### config.mk
export PLATFORM = sky130hd
export DESIGN_NAME = unix_seconds_to_calendar
export DESIGN_NICKNAME = d
export VERILOG_FILES = /design/src/rtl/usc_pkg.sv /design/src/rtl/usc_split.sv /design/src/rtl/usc_civil.sv /design/src/rtl/unix_seconds_to_calendar.sv
export SDC_FILE = /design/constraint.sdc
export NUM_CORES = 2
export LEC_CHECK = 0
export BUFFER_PORTS_ARGS = -buffer_cell sky130_fd_sc_hd__buf_4
export CAP_MARGIN = 30
export CORE_UTILIZATION = 55
export CTS_BUF_LIST = sky130_fd_sc_hd__clkbuf_8
export CTS_CLUSTER_SIZE = 8
export DETAILED_ROUTE_END_ITERATION = 8
export PLACE_DENSITY = 0.68
export SLEW_MARGIN = 20
export SYNTH_ARGS = -nofsm -noshare
export SYNTH_HDL_FRONTEND = slang
export SYNTH_SLANG_ARGS = --single-unit
export TNS_END_PERCENT = 100
### constraint.sdc
create_clock -name clk_i -period 14.2 [get_ports clk_i]
set_input_delay 1.42 -clock clk_i [delete_from_list [all_inputs] [get_ports clk_i]]
set_output_delay 1.42 -clock clk_i [all_outputs]
set_load 0.02 [all_outputs]
### src/rtl/usc_pkg.sv
// Shared constants and helpers for the Unix seconds to calendar converter.
package usc_pkg;

  localparam int unsigned SecsW     = 32;
  localparam int unsigned DateW     = 25;
  localparam int unsigned TimeW     = 18;
  localparam int unsigned DaysW     = 16;
  localparam int unsigned TodW      = 17;
  localparam int unsigned SecsPerDay = 86400;
  localparam int unsigned EpochYear  = 1970;
  localparam int unsigned DaysPer400 = 146097;
  localparam int unsigned InW       = 32;
  localparam int unsigned OutW      = 48;
  localparam int unsigned PipeDepth = 7;

  typedef struct packed {
    logic [DaysW-1:0] days;
    logic [TodW-1:0]  tod;
    logic             zero;
  } split_t;

  typedef struct packed {
    logic [DateW-1:0] date_code;
    logic [TimeW-1:0] time_code;
  } result_t;

endpackage

### src/rtl/usc_split.sv
// First pipeline stages: split seconds into whole days and time of day.
module usc_split (
  input  logic                     clk_i,
  input  logic                     rst_ni,
  input  logic                     en_i,
  input  logic [usc_pkg::SecsW-1:0] secs_i,
  output usc_pkg::split_t          split_o
);

  // Stage A: approximate day count by reciprocal multiply of secs >> 7 by 86400/128 = 675.
  logic [usc_pkg::SecsW-1:0] secs_q;
  logic [usc_pkg::DaysW-1:0] qest_q;
  logic [56:0]               prod;
  logic [usc_pkg::DaysW-1:0] qest_d;

  // 2^40 / 675 rounded down, error keeps the estimate within one below.
  localparam logic [31:0] Recip = 32'd1628906115;

  assign prod   = {25'd0, secs_i[31:7]} * {25'd0, Recip};
  assign qest_d = prod[55:40];

  always_ff @(posedge clk_i or negedge rst_ni) begin
    if (!rst_ni) begin
      secs_q <= '0;
      qest_q <= '0;
    end else if (en_i) begin
      secs_q <= secs_i;
      qest_q <= qest_d;
    end
  end

  logic [33:0] rem;
  logic [33:0] qprod;
  assign qprod = {18'd0, qest_q} * 34'(usc_pkg::SecsPerDay);
  assign rem   = {2'd0, secs_q} - qprod;

  always_ff @(posedge clk_i or negedge rst_ni) begin
    if (!rst_ni) begin
      split_o <= '0;
    end else if (en_i) begin
      if (rem >= 34'(usc_pkg::SecsPerDay)) begin
        split_o.days <= qest_q + 16'd1;
        split_o.tod  <= usc_pkg::TodW'(rem - 34'(usc_pkg::SecsPerDay));
      end else begin
        split_o.days <= qest_q;
        split_o.tod  <= usc_pkg::TodW'(rem);
      end
      split_o.zero <= (secs_q == '0);
    end
  end

endmodule

### src/rtl/usc_civil.sv
// Later pipeline stages: civil date from day count and clock fields from time of day.
module usc_civil (
  input  logic                      clk_i,
  input  logic                      rst_ni,
  input  logic                      en_i,
  input  usc_pkg::split_t           split_i,
  output usc_pkg::result_t          res_o
);

  // Stage C: shift to 0000-03-01 era days, split era and day of era.
  logic [19:0] z_c;
  assign z_c = 20'(split_i.days) + 20'd135080;  // 719468 - 584388 (era 4 base)

  logic [19:0] doe_q;
  logic        era_q;
  logic [16:0] tod_c_q;
  logic        zero_c_q;

  always_ff @(posedge clk_i or negedge rst_ni) begin
    if (!rst_ni) begin
      doe_q <= '0; era_q <= 1'b0; tod_c_q <= '0; zero_c_q <= 1'b0;
    end else if (en_i) begin
      if (z_c >= 20'(usc_pkg::DaysPer400)) begin
        doe_q <= z_c - 20'(usc_pkg::DaysPer400);
        era_q <= 1'b1;
      end else begin
        doe_q <= z_c;
        era_q <= 1'b0;
      end
      tod_c_q  <= split_i.tod;
      zero_c_q <= split_i.zero;
    end
  end

  // Stage D: year of era numerator (doe - doe/1460 + doe/36524 - doe/146096), hour.
  logic [17:0] d1460, d36524;
  logic [37:0] m1460;
  logic        d146096;
  assign m1460   = {18'd0, doe_q} * 38'd183860;   // 2^28/1460 rounded up
  assign d1460   = 18'(m1460 >> 28);
  assign d36524  = 18'(doe_q >= 20'd36524) + 18'(doe_q >= 20'd73048) +
                   18'(doe_q >= 20'd109572) + 18'(doe_q >= 20'd146096);
  assign d146096 = (doe_q == 20'd146096);

  logic [31:0] hp;
  assign hp = 32'(tod_c_q) * 32'd37283;           // /3600 via 2^27

  logic [17:0] yn_q;
  logic [19:0] doe_d_q;
  logic        era_d_q;
  logic [16:0] tod_d_q;
  logic [4:0]  hour_d_q;
  logic        zero_d_q;

  always_ff @(posedge clk_i or negedge rst_ni) begin
    if (!rst_ni) begin
      yn_q <= '0; doe_d_q <= '0; era_d_q <= 1'b0; tod_d_q <= '0; hour_d_q <= '0;
      zero_d_q <= 1'b0;
    end else if (en_i) begin
      yn_q     <= 18'(doe_q - 20'(d1460) + 20'(d36524) - {19'd0, d146096});
      doe_d_q  <= doe_q;
      era_d_q  <= era_q;
      tod_d_q  <= tod_c_q;
      hour_d_q <= 5'(hp >> 27);
      zero_d_q <= zero_c_q;
    end
  end

  // Stage E: year of era and seconds within the hour.
  logic [37:0] myoe;
  logic [16:0] hsec;
  assign myoe = {20'd0, yn_q} * 38'd735440;       // 2^28/365 rounded up
  assign hsec = 17'(hour_d_q) * 17'd3600;

  logic [8:0]  yoe_q;
  logic [11:0] rs_q;
  logic [19:0] doe_e_q;
  logic        era_e_q;
  logic [4:0]  hour_e_q;
  logic        zero_e_q;

  always_ff @(posedge clk_i or negedge rst_ni) begin
    if (!rst_ni) begin
      yoe_q <= '0; rs_q <= '0; doe_e_q <= '0; era_e_q <= 1'b0; hour_e_q <= '0;
      zero_e_q <= 1'b0;
    end else if (en_i) begin
      yoe_q    <= 9'(myoe >> 28);
      rs_q     <= 12'(tod_d_q - hsec);
      doe_e_q  <= doe_d_q;
      era_e_q  <= era_d_q;
      hour_e_q <= hour_d_q;
      zero_e_q <= zero_d_q;
    end
  end

  // Stage F: year, day of year, month index, minute and second.
  logic [1:0]  ycent;
  logic [19:0] yd;
  logic [8:0]  doy;
  assign ycent = 2'(yoe_q >= 9'd100) + 2'(yoe_q >= 9'd200) + 2'(yoe_q >= 9'd300);
  assign yd    = 20'(yoe_q) * 20'd365 + 20'(yoe_q >> 2) - 20'(ycent);
  assign doy   = 9'(doe_e_q - yd);

  logic [3:0]  mp;
  logic [13:0] mpn;
  assign mpn = 14'(doy) * 14'd5 + 14'd2;
  assign mp  = 4'((22'(mpn) * 22'd1714) >> 18);   // /153 for values under 1840

  logic [5:0]  minute, second;
  assign minute = 6'((24'(rs_q) * 24'd4370) >> 18);
  assign second = 6'(rs_q - 12'(minute) * 12'd60);

  logic [11:0] year_q;
  logic [3:0]  mp_q;
  logic [8:0]  doy_q;
  logic [4:0]  hour_q;
  logic [5:0]  min_q, sec_q;
  logic        zero_f_q;

  always_ff @(posedge clk_i or negedge rst_ni) begin
    if (!rst_ni) begin
      year_q <= '0; mp_q <= '0; doy_q <= '0; hour_q <= '0;
      min_q <= '0; sec_q <= '0; zero_f_q <= 1'b0;
    end else if (en_i) begin
      year_q   <= 12'd1600 + (era_e_q ? 12'd400 : 12'd0) + 12'(yoe_q);
      mp_q     <= mp;
      doy_q    <= doy;
      hour_q   <= hour_e_q;
      min_q    <= minute;
      sec_q    <= second;
      zero_f_q <= zero_e_q;
    end
  end

  // Stage G: month, day and decimal packing.
  logic [13:0] mdn;
  logic [8:0]  dstart;
  logic [4:0]  day;
  logic [3:0]  month;
  logic [11:0] year;
  assign mdn    = 14'(mp_q) * 14'd153 + 14'd2;
  assign dstart = 9'((22'(mdn) * 22'd1639) >> 13);     // /5
  assign day    = 5'(doy_q - dstart + 9'd1);
  assign month  = (mp_q < 4'd10) ? mp_q + 4'd3 : mp_q - 4'd9;
  assign year   = (month <= 4'd2) ? year_q + 12'd1 : year_q;

  always_ff @(posedge clk_i or negedge rst_ni) begin
    if (!rst_ni) begin
      res_o <= '0;
    end else if (en_i) begin
      if (zero_f_q) begin
        res_o <= '0;
      end else begin
        res_o.date_code <= 25'(year) * 25'd10000 + 25'(month) * 25'd100 + 25'(day);
        res_o.time_code <= 18'(hour_q) * 18'd10000 + 18'(min_q) * 18'd100 + 18'(sec_q);
      end
    end
  end

endmodule

### src/rtl/unix_seconds_to_calendar.sv
// Top level of the Unix seconds to calendar date and time converter.
// Each beat of 32-bit Unix seconds yields one beat carrying the UTC date as
// year*10000+month*100+day and the time as hour*10000+minute*100+second; zero
// input gives zero on both. The converter is a seven-stage pipeline that takes
// one beat per cycle; the whole pipeline holds while the output is stalled, and
// valid bits travel with the data.
module unix_seconds_to_calendar (
  input  logic        clk_i,
  input  logic        rst_ni,
  input  logic        s_axis_tvalid,
  output logic        s_axis_tready,
  input  logic [31:0] s_axis_tdata,   // unix_seconds[31:0]
  output logic        m_axis_tvalid,
  input  logic        m_axis_tready,
  output logic [47:0] m_axis_tdata    // date_code[24:0], time_code[42:25], zero pad
);

  logic [usc_pkg::PipeDepth-1:0] vld_q;
  logic                          en;
  usc_pkg::split_t               split;
  usc_pkg::result_t              res;

  assign en            = !vld_q[usc_pkg::PipeDepth-1] || m_axis_tready;
  assign s_axis_tready = en;
  assign m_axis_tvalid = vld_q[usc_pkg::PipeDepth-1];
  assign m_axis_tdata  = {5'd0, res.time_code, res.date_code};

  always_ff @(posedge clk_i or negedge rst_ni) begin
    if (!rst_ni) begin
      vld_q <= '0;
    end else if (en) begin
      vld_q <= {vld_q[usc_pkg::PipeDepth-2:0], s_axis_tvalid};
    end
  end

  usc_split u_split (
    .clk_i   (clk_i),
    .rst_ni  (rst_ni),
    .en_i    (en),
    .secs_i  (s_axis_tdata),
    .split_o (split)
  );

  usc_civil u_civil (
    .clk_i   (clk_i),
    .rst_ni  (rst_ni),
    .en_i    (en),
    .split_i (split),
    .res_o   (res)
  );

  a_stall_hold: assert property (@(posedge clk_i) disable iff (!rst_ni)
    m_axis_tvalid && !m_axis_tready |=> m_axis_tvalid && $stable(m_axis_tdata))
    else $error("output changed under stall");
  a_ready: assert property (@(posedge clk_i) disable iff (!rst_ni)
    !m_axis_tvalid |-> s_axis_tready)
    else $error("input stalled with empty output");
  a_zero: assert property (@(posedge clk_i) disable iff (!rst_ni)
    m_axis_tvalid && m_axis_tdata[24:0] == 25'd0 |-> m_axis_tdata[42:25] == 18'd0)
    else $error("zero date with nonzero time");

endmodule

==> results.yml <==
die:
  core-area_um2: 97280
  io_pins: 86
  die_y_um: 316.4
  die_area_um2: 100100
  dieWidth_um: 316.4
  num_rows: 114
  start_util_pct: 55.90
job:
  maxCapViolations: 0
routing:
  viasPerCell: 5.401
  detail-route-antenna-nets: 0
  routed_wirelength_um: 120500
  drt_iter0_markers: 1610
  drt_first_pass_iters: 5
  drcViolationCount: 0
  vias: 38020
  wl_per_cell_um: 17.12
timing:
  setup_viol: 0
  final_hold_viol_count: 0
  relSlewSlack_pct: 23.53
  worstMarginPinSlew_ns: 1.132
  fin_skew_ns: 0.06703
  holdWs_ns: 0.4119
  fmax_mhz: 91.12
  slew_viol_final: 0
  finalCriticalPeriod_ns: 10.97
  worst_slack_ns: 3.225
  tns_ns: 0
  grt_setup_unrepaired: "false"
  fin_crit_sh_pct: 77.29
finish:
  num-nets-final: 7779
  synthToLayoutAreaGrowth_pct: 5.983
  drive_gt1_share_pct: 3.540
logic_synthesis:
  synth_edf_count: 0
  ys_ff_latch: 293
  synth.top_cell.area_share_pct: 31.62
  synth_top_area_cell: "ha_1"
  yosysSeqAreaShare_pct: 13.48
  synth_flop_cell: "dfrtp_1"
  yosys_warnings: 0
  yosys-top-cells-count: "ha_1, inv_1, fa_1, nand2_1, dfrtp_1"
  yosysMostFrequentCell: "ha_1"
  ys_top_cells_by_area: "ha_1, fa_1, dfrtp_1"
  syn-mean-instance-area_um2: 9.631
  ys_types: 80
  synth_area_um2: 54370
  synthCells: 5646
  ys_async_sr_fraction_pct: 100.0
clock_tree:
  cts_buffer_depth: 3
  cts.reportedPaths.clkPinSlew_ns: 0.07
  cts.repair.resized: 0
  cts_tree: "done"
  post_cts_buffers: 0
  insertion_delay_ns: 0.72
  cts.htree.levels: 2
  cts.sinks: 293
  postCtsHoldBufs: 0
  cts-root-buf: "clkbuf_8"
  cts_buffers: 56
worst_setup_path:
  crit_family: "adder cells"
  critPathKind: "flop to flop"
  start_kind: "flop"
  critPathBufInv: 4
  cp_max_fo: 10
  path_depth: 41
  rrSetupSlack_ns: 3.23
  cp-end-kind: "flop"
  critical_path.slowest_cell: "dfrtp_1"
  rr_startpoint: "u_civil.mp_q[0]"
  critPathMostFrequentCell: "ha_1"
  reg2reg_to: "u_civil.res_o[42]"
  crit_path_start: "u_civil.mp_q[0]"
  arrival_ns: 11.56
  slowest_delay_ns: 0.56
  crit_path_end: "u_civil.res_o[42]"
  required_ns: 14.78
  rr_worst_depth: 41
run_status:
  status: "finished clean"
placement:
  globalplace.congestion: 0.9369
  io_buffer_count: 80
  post-dp-hpwl_um: 101200
  dpl_worst_slack_ns: 3.172
global_routing:
  antenna_found_initial: 1
  first_global_vias: 39590
  grt_usage_pct: 25.16
  overflow: 0
  grt_pass1_wl_um: 201700
  grt_max_degree: 201
worst_hold_path:
  min_path_type: "flop to flop"
  min_path_cells: 2
-- layout by cell type, fill, tap and decap left out, types with 15 or more instances in the layout --
cell,instances
ha_1,1374
inv_1,1189
fa_1,651
nand2_1,460
dfrtp_1,293
a21oi_1,232
o21ai_0,194
nor2_1,182
xnor2_1,180
buf_4,93
xor2_1,90
a21o_1,86
clkbuf_8,63
nand3_1,59
nor3_1,50
or3_1,40
nand2b_1,36
a31oi_1,34
nand4_1,33
o21a_1,31
nor2b_1,29
a22o_1,29
o31ai_1,27
o21bai_1,25
and3_1,21
a211oi_1,21
nor4_1,19
a21boi_0,18
o211ai_1,17
nand3b_1,15
-- layout make-up --
class                      count  area (um2)
antenna                        1       2.502
clock buffer                  63       867.1
clock inverter                40       361.6
fill                        8469       39650
inverter                    1166        4384
multi-input combinational   4105       42320
sequential                   293        7332
tap                         1276        1597
timing repair buffer          96       760.7
-- layer usage --
layer / global-route usage [%] / vias to the layer above / wire length (um)
li1: - / 18670 / -
met1: 32.40 / 18610 / 53080
met2: 44.77 / 563 / 60320
met3: 2.459 / 182 / 3644
met4: 7.179 / 0 / 3478
met5: 0 / - / 0
-- tightest hold or removal path: cells and delay by family (launching register included) --
family | cells | cell delay, ns
and+or+nand+nor | 2 | 0.10
DFF | 1 | 0.34
-- state kept, by name, summed over array words and instances (netlist names), 6 cells and up --
register and cells:
u_civil.doe_d_q 9, u_civil.doe_e_q 9, u_civil.doe_q 20, u_civil.min_q 6, u_civil.res_o 43, u_civil.rs_q 12, u_civil.sec_q 6, u_civil.tod_c_q 17
u_civil.tod_d_q 12, u_civil.year_q 12, u_civil.yn_q 18, u_civil.yoe_q 9, u_split.qest_q 16, u_split.secs_q 32, u_split.split_o 34, vld_q 7
-- how the worst min path moves through the flow --
stage | start | endpoint | slack [ns]
5_1_grt | u_split.split_o[13] | u_civil.tod_c_q[12] | 0.44
4_1_cts | u_civil.doe_d_q[6] | u_civil.doe_e_q[6] | 0.40
2_1_floorplan | vld_q[5] | vld_q[5] | 0.43
6_report | u_civil.doe_d_q[6] | u_civil.doe_e_q[6] | 0.41
3_5_place_dp | vld_q[5] | vld_q[6] | 0.45
3_3_place_gp | vld_q[5] | vld_q[5] | 0.44
-- logic make-up (layout without fill, tap and decap cells) --
logic type                 count (synthesis)  in the layout  share of synthesized area (%)
muxes                                      6              6                         0.1174
and+or+nand+nor                          992            992                          8.316
adders and majority gates               2027           2027                          55.62
buffers and inverters                   1252           1365                          8.735
AOI/OAI and AO/OA                        805            805                          9.370
other                                      1              6                       0.006897
DFF                                      293            293                          13.48
xor gates and xnor gates                 270            270                          4.349
-- per-stage QoR --
stage | util [%] | cells | cell area (um2)
finish | 59.24 | 7040 | 57630
global placement | 57.94 | 6935 | 56360
CTS | 59.24 | 7039 | 57630
global route | 59.24 | 7040 | 57630
floorplan | - | 5650 | 54390
detailed placement | 57.97 | 6936 | 56400
Power is left out: the tool's default activity adds up to more than one toggle a clock period on the data nets, which glitch-free logic cannot reach.
